File: src/rtl/core/smbs_pkg.sv
// Shared request codes and result record for the SPI master byte shifter.
`timescale 1ns / 1ps

package smbs_pkg;

  // Request codes carried in req_type.
  localparam logic [2:0] REQ_NONE     = 3'd0;
  localparam logic [2:0] REQ_TRANSFER = 3'd1;
  localparam logic [2:0] REQ_SELECT   = 3'd2;
  localparam logic [2:0] REQ_DESELECT = 3'd3;
  localparam logic [2:0] REQ_SET_RST  = 3'd4;

  // Delay register value after reset.
  localparam logic [7:0] DELAY_RESET = 8'd10;

  // One result record, produced for every tick.
  typedef struct packed {
    logic       sck_out;
    logic       mosi_out;
    logic       cs_n_out;
    logic       rst_n_out;
    logic       busy_res;
    logic       accepted;
    logic       rx_valid;
    logic [7:0] rx_byte;
    logic       data_ready;
  } result_t;

endpackage

File: src/rtl/core/smbs_if.sv
// Channel interfaces: tick input, result output and delay configuration.
`timescale 1ns / 1ps

interface smbs_in_if;
  logic       valid;
  logic       ready;
  logic [2:0] req_type;
  logic [7:0] tx_byte;
  logic       reset_high;
  logic       miso_level;
  logic       drdy_level;

  modport source (output valid, req_type, tx_byte, reset_high, miso_level, drdy_level,
                  input ready);
  modport sink (input valid, req_type, tx_byte, reset_high, miso_level, drdy_level,
                output ready);
endinterface

interface smbs_out_if;
  logic       valid;
  logic       ready;
  logic       sck_out;
  logic       mosi_out;
  logic       cs_n_out;
  logic       rst_n_out;
  logic       busy_res;
  logic       accepted;
  logic       rx_valid;
  logic [7:0] rx_byte;
  logic       data_ready;

  modport source (output valid, sck_out, mosi_out, cs_n_out, rst_n_out, busy_res,
                  accepted, rx_valid, rx_byte, data_ready, input ready);
  modport sink (input valid, sck_out, mosi_out, cs_n_out, rst_n_out, busy_res,
                accepted, rx_valid, rx_byte, data_ready, output ready);
endinterface

interface smbs_cfg_if;
  logic       valid;
  logic       ready;
  logic [7:0] data;

  modport source (output valid, data, input ready);
  modport sink (input valid, data, output ready);
endinterface

File: src/rtl/core/spi_master_byte_shifter.sv
// Top level of the tick-driven SPI master byte shifter (mode 0, MSB first).
//
//  Channel  | Role  | Handshake    | Carries
//  ---------+-------+--------------+-----------------------------------------------
//  in_ch    | sink  | valid/ready  | req_type, tx_byte, reset_high, miso, drdy
//  out_ch   | source| valid/ready  | pin levels, busy, accepted, rx byte, data_ready
//  cfg      | sink  | valid/ready  | delay_ticks write data
//
// Every tick transfer produces one result transfer; one tick is taken per clock
// cycle, set by the single result register after the sequencer's next-state logic.
// A new tick is taken while the result register is empty or is being drained.
// Reset deselects the chip, releases the device reset, idles SCK and MOSI low and
// sets the delay to 10. A stall on the result side holds the sequencer still.
`timescale 1ns / 1ps

module spi_master_byte_shifter #(
  parameter int BITS_PER_WORD = 8
) (
  input logic       clk,
  input logic       rst,
  smbs_in_if.sink   in_ch,
  smbs_out_if.source out_ch,
  smbs_cfg_if.sink  cfg
);
  import smbs_pkg::*;

  logic       delay_ticks;
  logic [7:0] delay_reg;
  logic       in_fire;
  logic       out_valid;
  result_t    out_res;
  result_t    step_res;

  // Configuration writes are always taken.
  assign cfg.ready   = 1'b1;
  assign delay_ticks = cfg.valid;

  always_ff @(posedge clk) begin
    if (rst) begin
      delay_reg <= DELAY_RESET;
    end else if (delay_ticks) begin
      delay_reg <= cfg.data;
    end
  end

  // Input is taken whenever the result register can move on.
  assign in_ch.ready = ~out_valid | out_ch.ready;
  assign in_fire     = in_ch.valid & in_ch.ready;

  smbs_engine #(
    .BITS_PER_WORD(BITS_PER_WORD)
  ) u_engine (
    .clk        (clk),
    .rst        (rst),
    .advance    (in_fire),
    .delay_ticks(delay_reg),
    .req_type   (in_ch.req_type),
    .tx_byte    (in_ch.tx_byte),
    .reset_high (in_ch.reset_high),
    .miso_level (in_ch.miso_level),
    .drdy_level (in_ch.drdy_level),
    .result     (step_res)
  );

  // Result register.
  always_ff @(posedge clk) begin
    if (rst) begin
      out_valid <= 1'b0;
    end else if (in_ch.ready) begin
      out_valid <= in_ch.valid;
    end
  end

  always_ff @(posedge clk) begin
    if (in_fire) begin
      out_res <= step_res;
    end
  end

  assign out_ch.valid      = out_valid;
  assign out_ch.sck_out    = out_res.sck_out;
  assign out_ch.mosi_out   = out_res.mosi_out;
  assign out_ch.cs_n_out   = out_res.cs_n_out;
  assign out_ch.rst_n_out  = out_res.rst_n_out;
  assign out_ch.busy_res   = out_res.busy_res;
  assign out_ch.accepted   = out_res.accepted;
  assign out_ch.rx_valid   = out_res.rx_valid;
  assign out_ch.rx_byte    = out_res.rx_byte;
  assign out_ch.data_ready = out_res.data_ready;

endmodule

File: src/rtl/core/smbs_engine.sv
// Bit-bang sequencer: pin levels, delay counter and shift registers, one step per tick.
`timescale 1ns / 1ps

module smbs_engine #(
  parameter int BITS_PER_WORD = 8
) (
  input  logic             clk,
  input  logic             rst,
  input  logic             advance,
  input  logic [7:0]       delay_ticks,
  input  logic [2:0]       req_type,
  input  logic [7:0]       tx_byte,
  input  logic             reset_high,
  input  logic             miso_level,
  input  logic             drdy_level,
  output smbs_pkg::result_t result
);
  import smbs_pkg::*;

  localparam int W     = BITS_PER_WORD;
  localparam int IDX_W = (W > 1) ? $clog2(W) : 1;
  localparam logic [IDX_W-1:0] LAST_IDX = IDX_W'(W - 1);

  typedef enum logic [2:0] {
    PH_IDLE, PH_SETUP, PH_HIGH, PH_LOW, PH_SEL
  } phase_t;

  phase_t           phase, phase_next;
  logic [IDX_W-1:0] bit_index, bit_index_next;
  logic [7:0]       wait_count, wait_count_next;
  logic [W-1:0]     tx_shift, tx_shift_next;
  logic [W-1:0]     rx_shift, rx_shift_next;
  logic             sck, sck_next;
  logic             mosi, mosi_next;
  logic             cs_n, cs_n_next;
  logic             rst_n, rst_n_next;
  logic             accepted;
  logic             rx_valid;
  logic [7:0]       rx_out;
  logic [7:0]       delay_eff;
  logic [W-1:0]     tx_load;

  // A zero delay behaves as a single tick.
  assign delay_eff = (delay_ticks == 8'd0) ? 8'd1 : delay_ticks;
  assign tx_load   = W'(tx_byte);

  // Next state for one tick: count down, step the bit phase, or take a request.
  always_comb begin
    phase_next      = phase;
    bit_index_next  = bit_index;
    wait_count_next = wait_count;
    tx_shift_next   = tx_shift;
    rx_shift_next   = rx_shift;
    sck_next        = sck;
    mosi_next       = mosi;
    cs_n_next       = cs_n;
    rst_n_next      = rst_n;
    accepted        = 1'b0;
    rx_valid        = 1'b0;
    rx_out          = 8'd0;
    if (phase != PH_IDLE) begin
      if (wait_count > 8'd1) begin
        wait_count_next = wait_count - 8'd1;
      end else begin
        wait_count_next = 8'd0;
        case (phase)
          PH_SETUP: begin
            sck_next        = 1'b1;
            phase_next      = PH_HIGH;
            wait_count_next = delay_eff;
          end
          PH_HIGH: begin
            sck_next        = 1'b0;
            phase_next      = PH_LOW;
            wait_count_next = delay_eff;
          end
          PH_LOW: begin
            rx_shift_next = (rx_shift << 1) | W'(miso_level);
            tx_shift_next = tx_shift << 1;
            if (bit_index == LAST_IDX) begin
              rx_valid   = 1'b1;
              rx_out     = 8'(rx_shift_next);
              phase_next = PH_IDLE;
            end else begin
              bit_index_next  = bit_index + IDX_W'(1);
              mosi_next       = tx_shift_next[W-1];
              phase_next      = PH_SETUP;
              wait_count_next = delay_eff;
            end
          end
          default: begin
            phase_next = PH_IDLE;
          end
        endcase
      end
    end else begin
      case (req_type)
        REQ_TRANSFER: begin
          tx_shift_next   = tx_load;
          rx_shift_next   = '0;
          bit_index_next  = '0;
          mosi_next       = tx_load[W-1];
          phase_next      = PH_SETUP;
          wait_count_next = delay_eff;
          accepted        = 1'b1;
        end
        REQ_SELECT: begin
          cs_n_next       = 1'b0;
          phase_next      = PH_SEL;
          wait_count_next = delay_eff;
          accepted        = 1'b1;
        end
        REQ_DESELECT: begin
          cs_n_next       = 1'b1;
          phase_next      = PH_SEL;
          wait_count_next = delay_eff;
          accepted        = 1'b1;
        end
        REQ_SET_RST: begin
          rst_n_next = reset_high;
          accepted   = 1'b1;
        end
        default: begin
        end
      endcase
    end
  end

  // Result shows the pin levels after this tick's update.
  always_comb begin
    result.sck_out    = sck_next;
    result.mosi_out   = mosi_next;
    result.cs_n_out   = cs_n_next;
    result.rst_n_out  = rst_n_next;
    result.busy_res   = (phase_next != PH_IDLE);
    result.accepted   = accepted;
    result.rx_valid   = rx_valid;
    result.rx_byte    = rx_out;
    result.data_ready = ~drdy_level;
  end

  // Sequencer state advances once per accepted tick.
  always_ff @(posedge clk) begin
    if (rst) begin
      phase      <= PH_IDLE;
      bit_index  <= '0;
      wait_count <= 8'd0;
      tx_shift   <= '0;
      rx_shift   <= '0;
      sck        <= 1'b0;
      mosi       <= 1'b0;
      cs_n       <= 1'b1;
      rst_n      <= 1'b1;
    end else if (advance) begin
      phase      <= phase_next;
      bit_index  <= bit_index_next;
      wait_count <= wait_count_next;
      tx_shift   <= tx_shift_next;
      rx_shift   <= rx_shift_next;
      sck        <= sck_next;
      mosi       <= mosi_next;
      cs_n       <= cs_n_next;
      rst_n      <= rst_n_next;
    end
  end

endmodule
File: src/flat_wrapper.sv
// flat-port wrapper written by rule: the top's interface ports become plain ports
module spi_master_byte_shifter_flat import smbs_pkg::*;
#(
  parameter int BITS_PER_WORD = 8
)
  (clk, rst, in_ch_valid, in_ch_req_type, in_ch_tx_byte, in_ch_reset_high, in_ch_miso_level, in_ch_drdy_level, in_ch_ready, out_ch_valid, out_ch_sck_out, out_ch_mosi_out, out_ch_cs_n_out, out_ch_rst_n_out, out_ch_busy_res, out_ch_accepted, out_ch_rx_valid, out_ch_rx_byte, out_ch_data_ready, out_ch_ready, cfg_valid, cfg_data, cfg_ready);
  smbs_in_if in_ch_i ();
  smbs_out_if out_ch_i ();
  smbs_cfg_if cfg_i ();
  input logic clk;
  input logic rst;
  input wire logic [$bits(in_ch_i.valid)-1:0] in_ch_valid;
  input wire logic [$bits(in_ch_i.req_type)-1:0] in_ch_req_type;
  input wire logic [$bits(in_ch_i.tx_byte)-1:0] in_ch_tx_byte;
  input wire logic [$bits(in_ch_i.reset_high)-1:0] in_ch_reset_high;
  input wire logic [$bits(in_ch_i.miso_level)-1:0] in_ch_miso_level;
  input wire logic [$bits(in_ch_i.drdy_level)-1:0] in_ch_drdy_level;
  output wire logic [$bits(in_ch_i.ready)-1:0] in_ch_ready;
  output wire logic [$bits(out_ch_i.valid)-1:0] out_ch_valid;
  output wire logic [$bits(out_ch_i.sck_out)-1:0] out_ch_sck_out;
  output wire logic [$bits(out_ch_i.mosi_out)-1:0] out_ch_mosi_out;
  output wire logic [$bits(out_ch_i.cs_n_out)-1:0] out_ch_cs_n_out;
  output wire logic [$bits(out_ch_i.rst_n_out)-1:0] out_ch_rst_n_out;
  output wire logic [$bits(out_ch_i.busy_res)-1:0] out_ch_busy_res;
  output wire logic [$bits(out_ch_i.accepted)-1:0] out_ch_accepted;
  output wire logic [$bits(out_ch_i.rx_valid)-1:0] out_ch_rx_valid;
  output wire logic [$bits(out_ch_i.rx_byte)-1:0] out_ch_rx_byte;
  output wire logic [$bits(out_ch_i.data_ready)-1:0] out_ch_data_ready;
  input wire logic [$bits(out_ch_i.ready)-1:0] out_ch_ready;
  input wire logic [$bits(cfg_i.valid)-1:0] cfg_valid;
  input wire logic [$bits(cfg_i.data)-1:0] cfg_data;
  output wire logic [$bits(cfg_i.ready)-1:0] cfg_ready;
  assign in_ch_i.valid = in_ch_valid;
  assign in_ch_i.req_type = in_ch_req_type;
  assign in_ch_i.tx_byte = in_ch_tx_byte;
  assign in_ch_i.reset_high = in_ch_reset_high;
  assign in_ch_i.miso_level = in_ch_miso_level;
  assign in_ch_i.drdy_level = in_ch_drdy_level;
  assign in_ch_ready = in_ch_i.ready;
  assign out_ch_valid = out_ch_i.valid;
  assign out_ch_sck_out = out_ch_i.sck_out;
  assign out_ch_mosi_out = out_ch_i.mosi_out;
  assign out_ch_cs_n_out = out_ch_i.cs_n_out;
  assign out_ch_rst_n_out = out_ch_i.rst_n_out;
  assign out_ch_busy_res = out_ch_i.busy_res;
  assign out_ch_accepted = out_ch_i.accepted;
  assign out_ch_rx_valid = out_ch_i.rx_valid;
  assign out_ch_rx_byte = out_ch_i.rx_byte;
  assign out_ch_data_ready = out_ch_i.data_ready;
  assign out_ch_i.ready = out_ch_ready;
  assign cfg_i.valid = cfg_valid;
  assign cfg_i.data = cfg_data;
  assign cfg_ready = cfg_i.ready;
  spi_master_byte_shifter #(.BITS_PER_WORD(BITS_PER_WORD)) u_core (.clk(clk), .rst(rst), .in_ch(in_ch_i), .out_ch(out_ch_i), .cfg(cfg_i));
endmodule
File: config.mk
export PLATFORM = sky130hd
export DESIGN_NAME = spi_master_byte_shifter_flat
export DESIGN_NICKNAME = d
export VERILOG_FILES = /design/src/rtl/core/smbs_pkg.sv /design/src/rtl/core/smbs_if.sv /design/src/rtl/core/spi_master_byte_shifter.sv /design/src/rtl/core/smbs_engine.sv /design/src/flat_wrapper.sv
export SDC_FILE = /design/constraint.sdc
export NUM_CORES = 1
export LEC_CHECK = 0
export ABC_CLOCK_PERIOD_IN_PS = 3190
export BUFFER_PORTS_ARGS = -buffer_cell sky130_fd_sc_hd__buf_2
export CAP_MARGIN = 25
export CORE_MARGIN = 5
export CORE_UTILIZATION = 34
export CTS_CLUSTER_SIZE = 20
export DETAILED_ROUTE_END_ITERATION = 7
export PLACE_DENSITY = 0.62
export SLEW_MARGIN = 20
export SYNTH_ARGS = -nofsm -noshare
export SYNTH_HDL_FRONTEND = slang
export SYNTH_HIERARCHICAL = 1
export SYNTH_SLANG_ARGS = --single-unit
export TNS_END_PERCENT = 5
File: constraint.sdc
create_clock -name clk -period 3.19 [get_ports clk]
set_clock_uncertainty 0.05 [all_clocks]
set_input_delay 0.638 -clock clk [delete_from_list [all_inputs] [get_ports clk]]
set_output_delay 0.638 -clock clk [all_outputs]
set_load 0.005 [all_outputs]
After elaboration in Yosys (flattened, before gate mapping)
Index checks and enable logic that the tools add are counted.
{ "totals": {"inputBits": 27, "latch_bits": 0, "out_inout_bits": 19, "mem_bits_rw": 0, "regBits": 57, "mem_bits_ro": 0, "mem_count": 0} }
{ "op_classes": {"n_eq_ne": 11, "add_sub_neg": 2, "reduce_logical": 14, "n_mux": 38, "multipliers": 0, "n_bitwise": 8, "shift": 0, "magnitude_cmp": 1, "div": 0} }
{ "op_table": {"columns": ["op", "n"], "rows": [
  ["$mux 7", 8],
  ["$mux 8", 5],
  ["$mux 3", 7],
  ["$pmux 8 s2", 1],
  ["$mux 1", 13],
  ["$eq 3x2->1 const B", 4],
  ["$gt 8x1->1 const B", 1],
  ["$logic_not 8->1", 1],
  ["$or 8x1->8", 1],
  ["$reduce_or 4->1", 2],
  ["$sub 8x1->8 const B", 1],
  ["$eq 3x1->1 const B", 2],
  ["$eq 3x3->1 const B", 2],
  ["$pmux 2 s3", 1],
  ["$pmux 3 s2", 1],
  ["$reduce_bool 3->1", 2],
  ["$reduce_or 3->1", 2],
  ["$not 1->1", 5],
  ["$reduce_and 5->1", 1],
  ["$ne 2x2->1 const B", 2],
  ["$pmux 1 s2", 2],
  ["$reduce_and 4->1", 1],
  ["$reduce_bool 2->1", 2],
  ["$reduce_or 2->1", 2],
  ["5 further kinds", 5]
]} }

Logic depth before layout (Yosys ltp)
{ "logic_depth": {"depth_word": 6, "mapped_depth": 8} }

Modules after synthesis
Netlist, hierarchy kept.
{ "by_module_without_submodules": {"columns": ["mod", "instances", "cells_each", "area_per_inst_um2"], "rows": [
  ["smbs_engine", 1, 263, 2040.7],
  ["spi_master_byte_shifter", 1, 49, 827.0]
]} }

Worst setup path after synthesis
Ideal clock, no wire load.
{ "synth_timing": {"path_type": "input to register", "start": "input out_ch_ready", "end": "register u_core.u_engine.wait_count[2]", "required_time_ps": 3023, "stages": 6, "slack_ps": 670, "arrival_ps": 2353, "setup_ps": 117, "n_path_buf": 0, "path_cell_list": "nand2b_1 > and2_1 > inv_1 > a21oi_1 > o21ai_0 > a32o_1"} }
{ "synth_between": {"elab_chain_cells": 3} }
{ "synth_rtl": {"columns": ["element", "line_no", "text"], "rows": [
  ["start, declared", "flat_wrapper.sv:29", "input wire logic [$bits(out_ch_i.ready)-1:0] out_ch_ready;"],
  ["$or 1x1->1", "spi_master_byte_shifter.sv:47", "assign in_ch.ready = ~out_valid | out_ch.ready;"],
  ["$and 1x1->1", "spi_master_byte_shifter.sv:48", "assign in_fire = in_ch.valid & in_ch.ready;"],
  ["net u_core.in_fire", "spi_master_byte_shifter.sv:29", "logic in_fire;"],
  ["$reduce_and 2->1 (no line)", null, null],
  ["end signal, assigned", "smbs_engine.sv:157", "wait_count <= wait_count_next;"],
  ["end, declared", "smbs_engine.sv:30", "logic [7:0] wait_count, wait_count_next;"]
]} }
The timed path passes the listed nets, and every way through them passes these cells.
A chain may end at the register's enable or synchronous reset.

Worst setup path after layout
{ "layout_timing": {"start": "register u_core.u_engine.wait_count[4]", "end": "register u_core.u_engine.wait_count[5]"} }
{ "layout_between": {"elab_chain_cells": 3} }
{ "layout_rtl": {"columns": ["element", "line_no", "text"], "rows": [
  ["$sub 8x1->8 or $gt 8x1->1 (tied branches)", "smbs_engine.sv:63, smbs_engine.sv:62", null],
  ["$mux 8 (*)", "smbs_engine.sv:62", "if (wait_count > 8'd1) begin"],
  ["$mux 8 (*)", "smbs_engine.sv:61", "if (phase != PH_IDLE) begin"]
]} }
Every way passes the cells marked *; elsewhere a longest branch is shown, timed or not.

==> flow_summary.toml <==
[yosys]
synth_area_leaders = "dfxtp_1 29%, edfxtp_1 17%, mux2i_1 3.8%, a21oi_1 3.7%, nand2_1 3.5%"
ys_types = 58
yosysSeqAreaShare_pct = 45.4
synth-edff-count = 16
synth_most_common_cell = "dfxtp_1"
yosysTopAreaCell = "dfxtp_1"
yosys_register_bits = 57
synthArstFlopShare_pct = 0
yosysWarnings = 6
yosys_most_used_dff = "dfxtp_1"
netlist_instances = 312
ys_top_cells_by_count = "41 x dfxtp_1, 27 x nand2_1, 21 x a21oi_1, 21 x nor2_1"
synth_area_per_cell_um2 = 9.19
synth_area_um2 = 2870
yosysTopAreaCellShare_pct = 28.6
synth_nets = 343

[place]
place_area_um2 = 3130
post-place-ws_ps = 782
dp_hpwl_um = 4590
port_buffers = 44
gp_congestion = 0.831

[worst_setup_path]
slowest_delay_ps = 580
cp-startpoint = "u_core/u_engine/wait_count[4]"
worst-path-max-fanout = 9
worstSetupPathType = "flip-flop to flip-flop"
required_ps = 3370
cp_data_arrival_time_ps = 2310
startpoint_type = "flip-flop"
crit_path_cell_trace = "or4_4 -> o31ai_4 -> o21ai_0 -> a32o_1"
end_kind = "flip-flop"
cpMaxStageDelayCell = "or4_4"
r2r-start = "u_core/u_engine/wait_count[4]"

[grt]
met1_usage_pct = 16.0
track_usage_pct = 13.4
grt.met3_usage_pct = 3.96
grt_pass1_vias = 2415
grt_pass1_wl_um = 11100
grt_start_max_net_pins = 37
antenna_found_initial = 0
globalRoute.totalOverflow = 0
met2_usage_pct = 23.0
grt_busiest_layer = "met2"

[sta]
fmax_ghz = 0.468
hold_viol = 0
layout_setup_ws_ps = 1050
fin_setup_tns_ps = 0
fin_crit_sh_pct = 67.0
worstMarginPinSlew_ps = 781
relSlewSlack_pct = 47.5
rsz0062_at_grt = "no"
slew_violations = 0
period_minus_slack_ps = 2140
final-setup-viol-count = 0

[worst_hold_path]
hold_path.class = "flip-flop to flip-flop"
hold_start = "u_core/u_engine/rx_shift[6]"

[floorplan]
rows = 33
die-area_um2 = 10400
num_io_pins = 46
core_area_um2 = 8220
die_y_um = 102
die_w_um = 102
start_util_pct = 34.9

[route]
first_iter_violations = 138
drcViolationCount = 0
vias = 2412
wl_per_cell_um = 14.2
drtPass1Iterations = 4
avgViaCountPerCell = 5.27
wirelength_um = 6520
ant_nets = 0

[power]
ir_drop_v = 0.000413
p_total_uw = 1710
power_leakage_uw = 0.00129
switching_power_uw = 524
clockPowerShare_pct = 33.7
power_switching_share_pct = 30.6
p_int_uw = 1190
p_seq_share_pct = 47.4
pwr-share-comb_pct = 18.9
power_density_nw_per_um2 = 518

[finish]
postLayoutCellArea_um2 = 3300
fillers = 858
layout.nets = 379
seqCellArea_um2 = 1300
n_antenna_cell = 0
drive_above_1_share_pct = 21.8
syn2layout_area_growth_pct = 15.2
multi_input_area_um2 = 1390

[clock_tree]
cts_setup_buffers = 0
cts_made_buffers = 9
clk_latency_ps = 330
cts_resized = 0
cts.root.buffer_cell = "clkbuf_8"
cts.path.max_buffers = 2
htreeDepth = 3
cts_sinks = 57
tritoncts = "built"
clk_pin_slew_ps = 70
cts_hold_buffers = 0

[flow_run]
max_cap_violations = 0

[status]
status = "finished clean"
path summary, 6_finish.rpt:
path | slack, ps | cells past startpoint | to
setup reg to reg | 1050 | 4 | u_core/u_engine/wait_count[5]
setup / recovery | 1050 | 4 | u_core/u_engine/wait_count[5]
hold / removal | 420 | 2 | u_core/u_engine/rx_shift[6]
hold reg to reg | 420 | 2 | u_core/u_engine/rx_shift[6]
layer usage:
| layer | vias to the layer above | routed length (um) |
|---|---|---|
| met3 | 7 | 421 |
| met4 | 0 | 53 |
| met1 | 1110 | 2910 |
| met5 | - | 0 |
| li1 | 1231 | - |
| met2 | 64 | 3130 |
final cells by class:
| cell class | instances | share of cell area [%] |
|---|---|---|
| tap | 105 | 3.98 |
| inverter | 11 | 1.25 |
| multi-input combinational | 219 | 42.2 |
| sequential | 57 | 39.4 |
| clock buffer | 9 | 3.75 |
| clock inverter | 7 | 1.40 |
| timing repair buffer | 50 | 8.03 |
power groups by stage:
stage | Clock (uW) | Sequential [uW] | Combinational (uW)
after floorplan | 0 | 818 | 243
after detailed placement | 0 | 828 | 322
after global routing | 631 | 818 | 364
after global placement | 0 | 826 | 318
final | 577 | 812 | 323
after CTS | 597 | 812 | 323
logic make-up (layout without fill, tap and decap cells):
| family | count (synthesis) | count (layout) | share of synthesized area, % |
|---|---|---|---|
| fa+ha+maj | 4 | 4 | 1.75 |
| compound gates | 71 | 71 | 17.4 |
| flops | 57 | 57 | 45.4 |
| other cells | 1 | 1 | 0.131 |
| simple gates | 130 | 130 | 24.6 |
| buf+inv | 36 | 77 | 6.20 |
| mux | 13 | 13 | 4.62 |
worst max-delay path: cells and delay by family, from the launching register on:
family / cells / cell delay [ps]
DFF: 1 / 380
and+or+nand+nor: 1 / 580
AOI/OAI and AO/OA: 3 / 1020
per-stage QoR:
stage / hold WS, ps / std cells / util, %
2_1_floorplan: 389 / 312 / -
3_3_place_gp: 402 / 442 / 38.1
3_5_place_dp: 420 / 442 / 38.1
4_1_cts: 430 / 458 / 40.2
5_1_grt: 440 / 458 / 40.2
6_report: 424 / 458 / 40.2
layout by cell type, fill, tap and decap left out, types with 4 or more instances in the layout:
cell type  synthesis  layout
inv_1             10      10
mux2i_1           11      11
buf_4              8       6
o21ai_0            9       9
and2_1            13      13
nor2_1            21      21
o32ai_1            4       4
ha_1               4       4
a311oi_1           6       6
nand2b_1           4       4
nand3_1           16      16
a31oi_1            7       7
buf_2              4      44
clkbuf_8           0       9
a21oi_1           21      21
nand2_1           27      27
nor3_1            11      10
nand4_1           14      14
edfxtp_1          16      16
dfxtp_1           41      41
No activity file was read; power rests on OpenSTA's default activity.
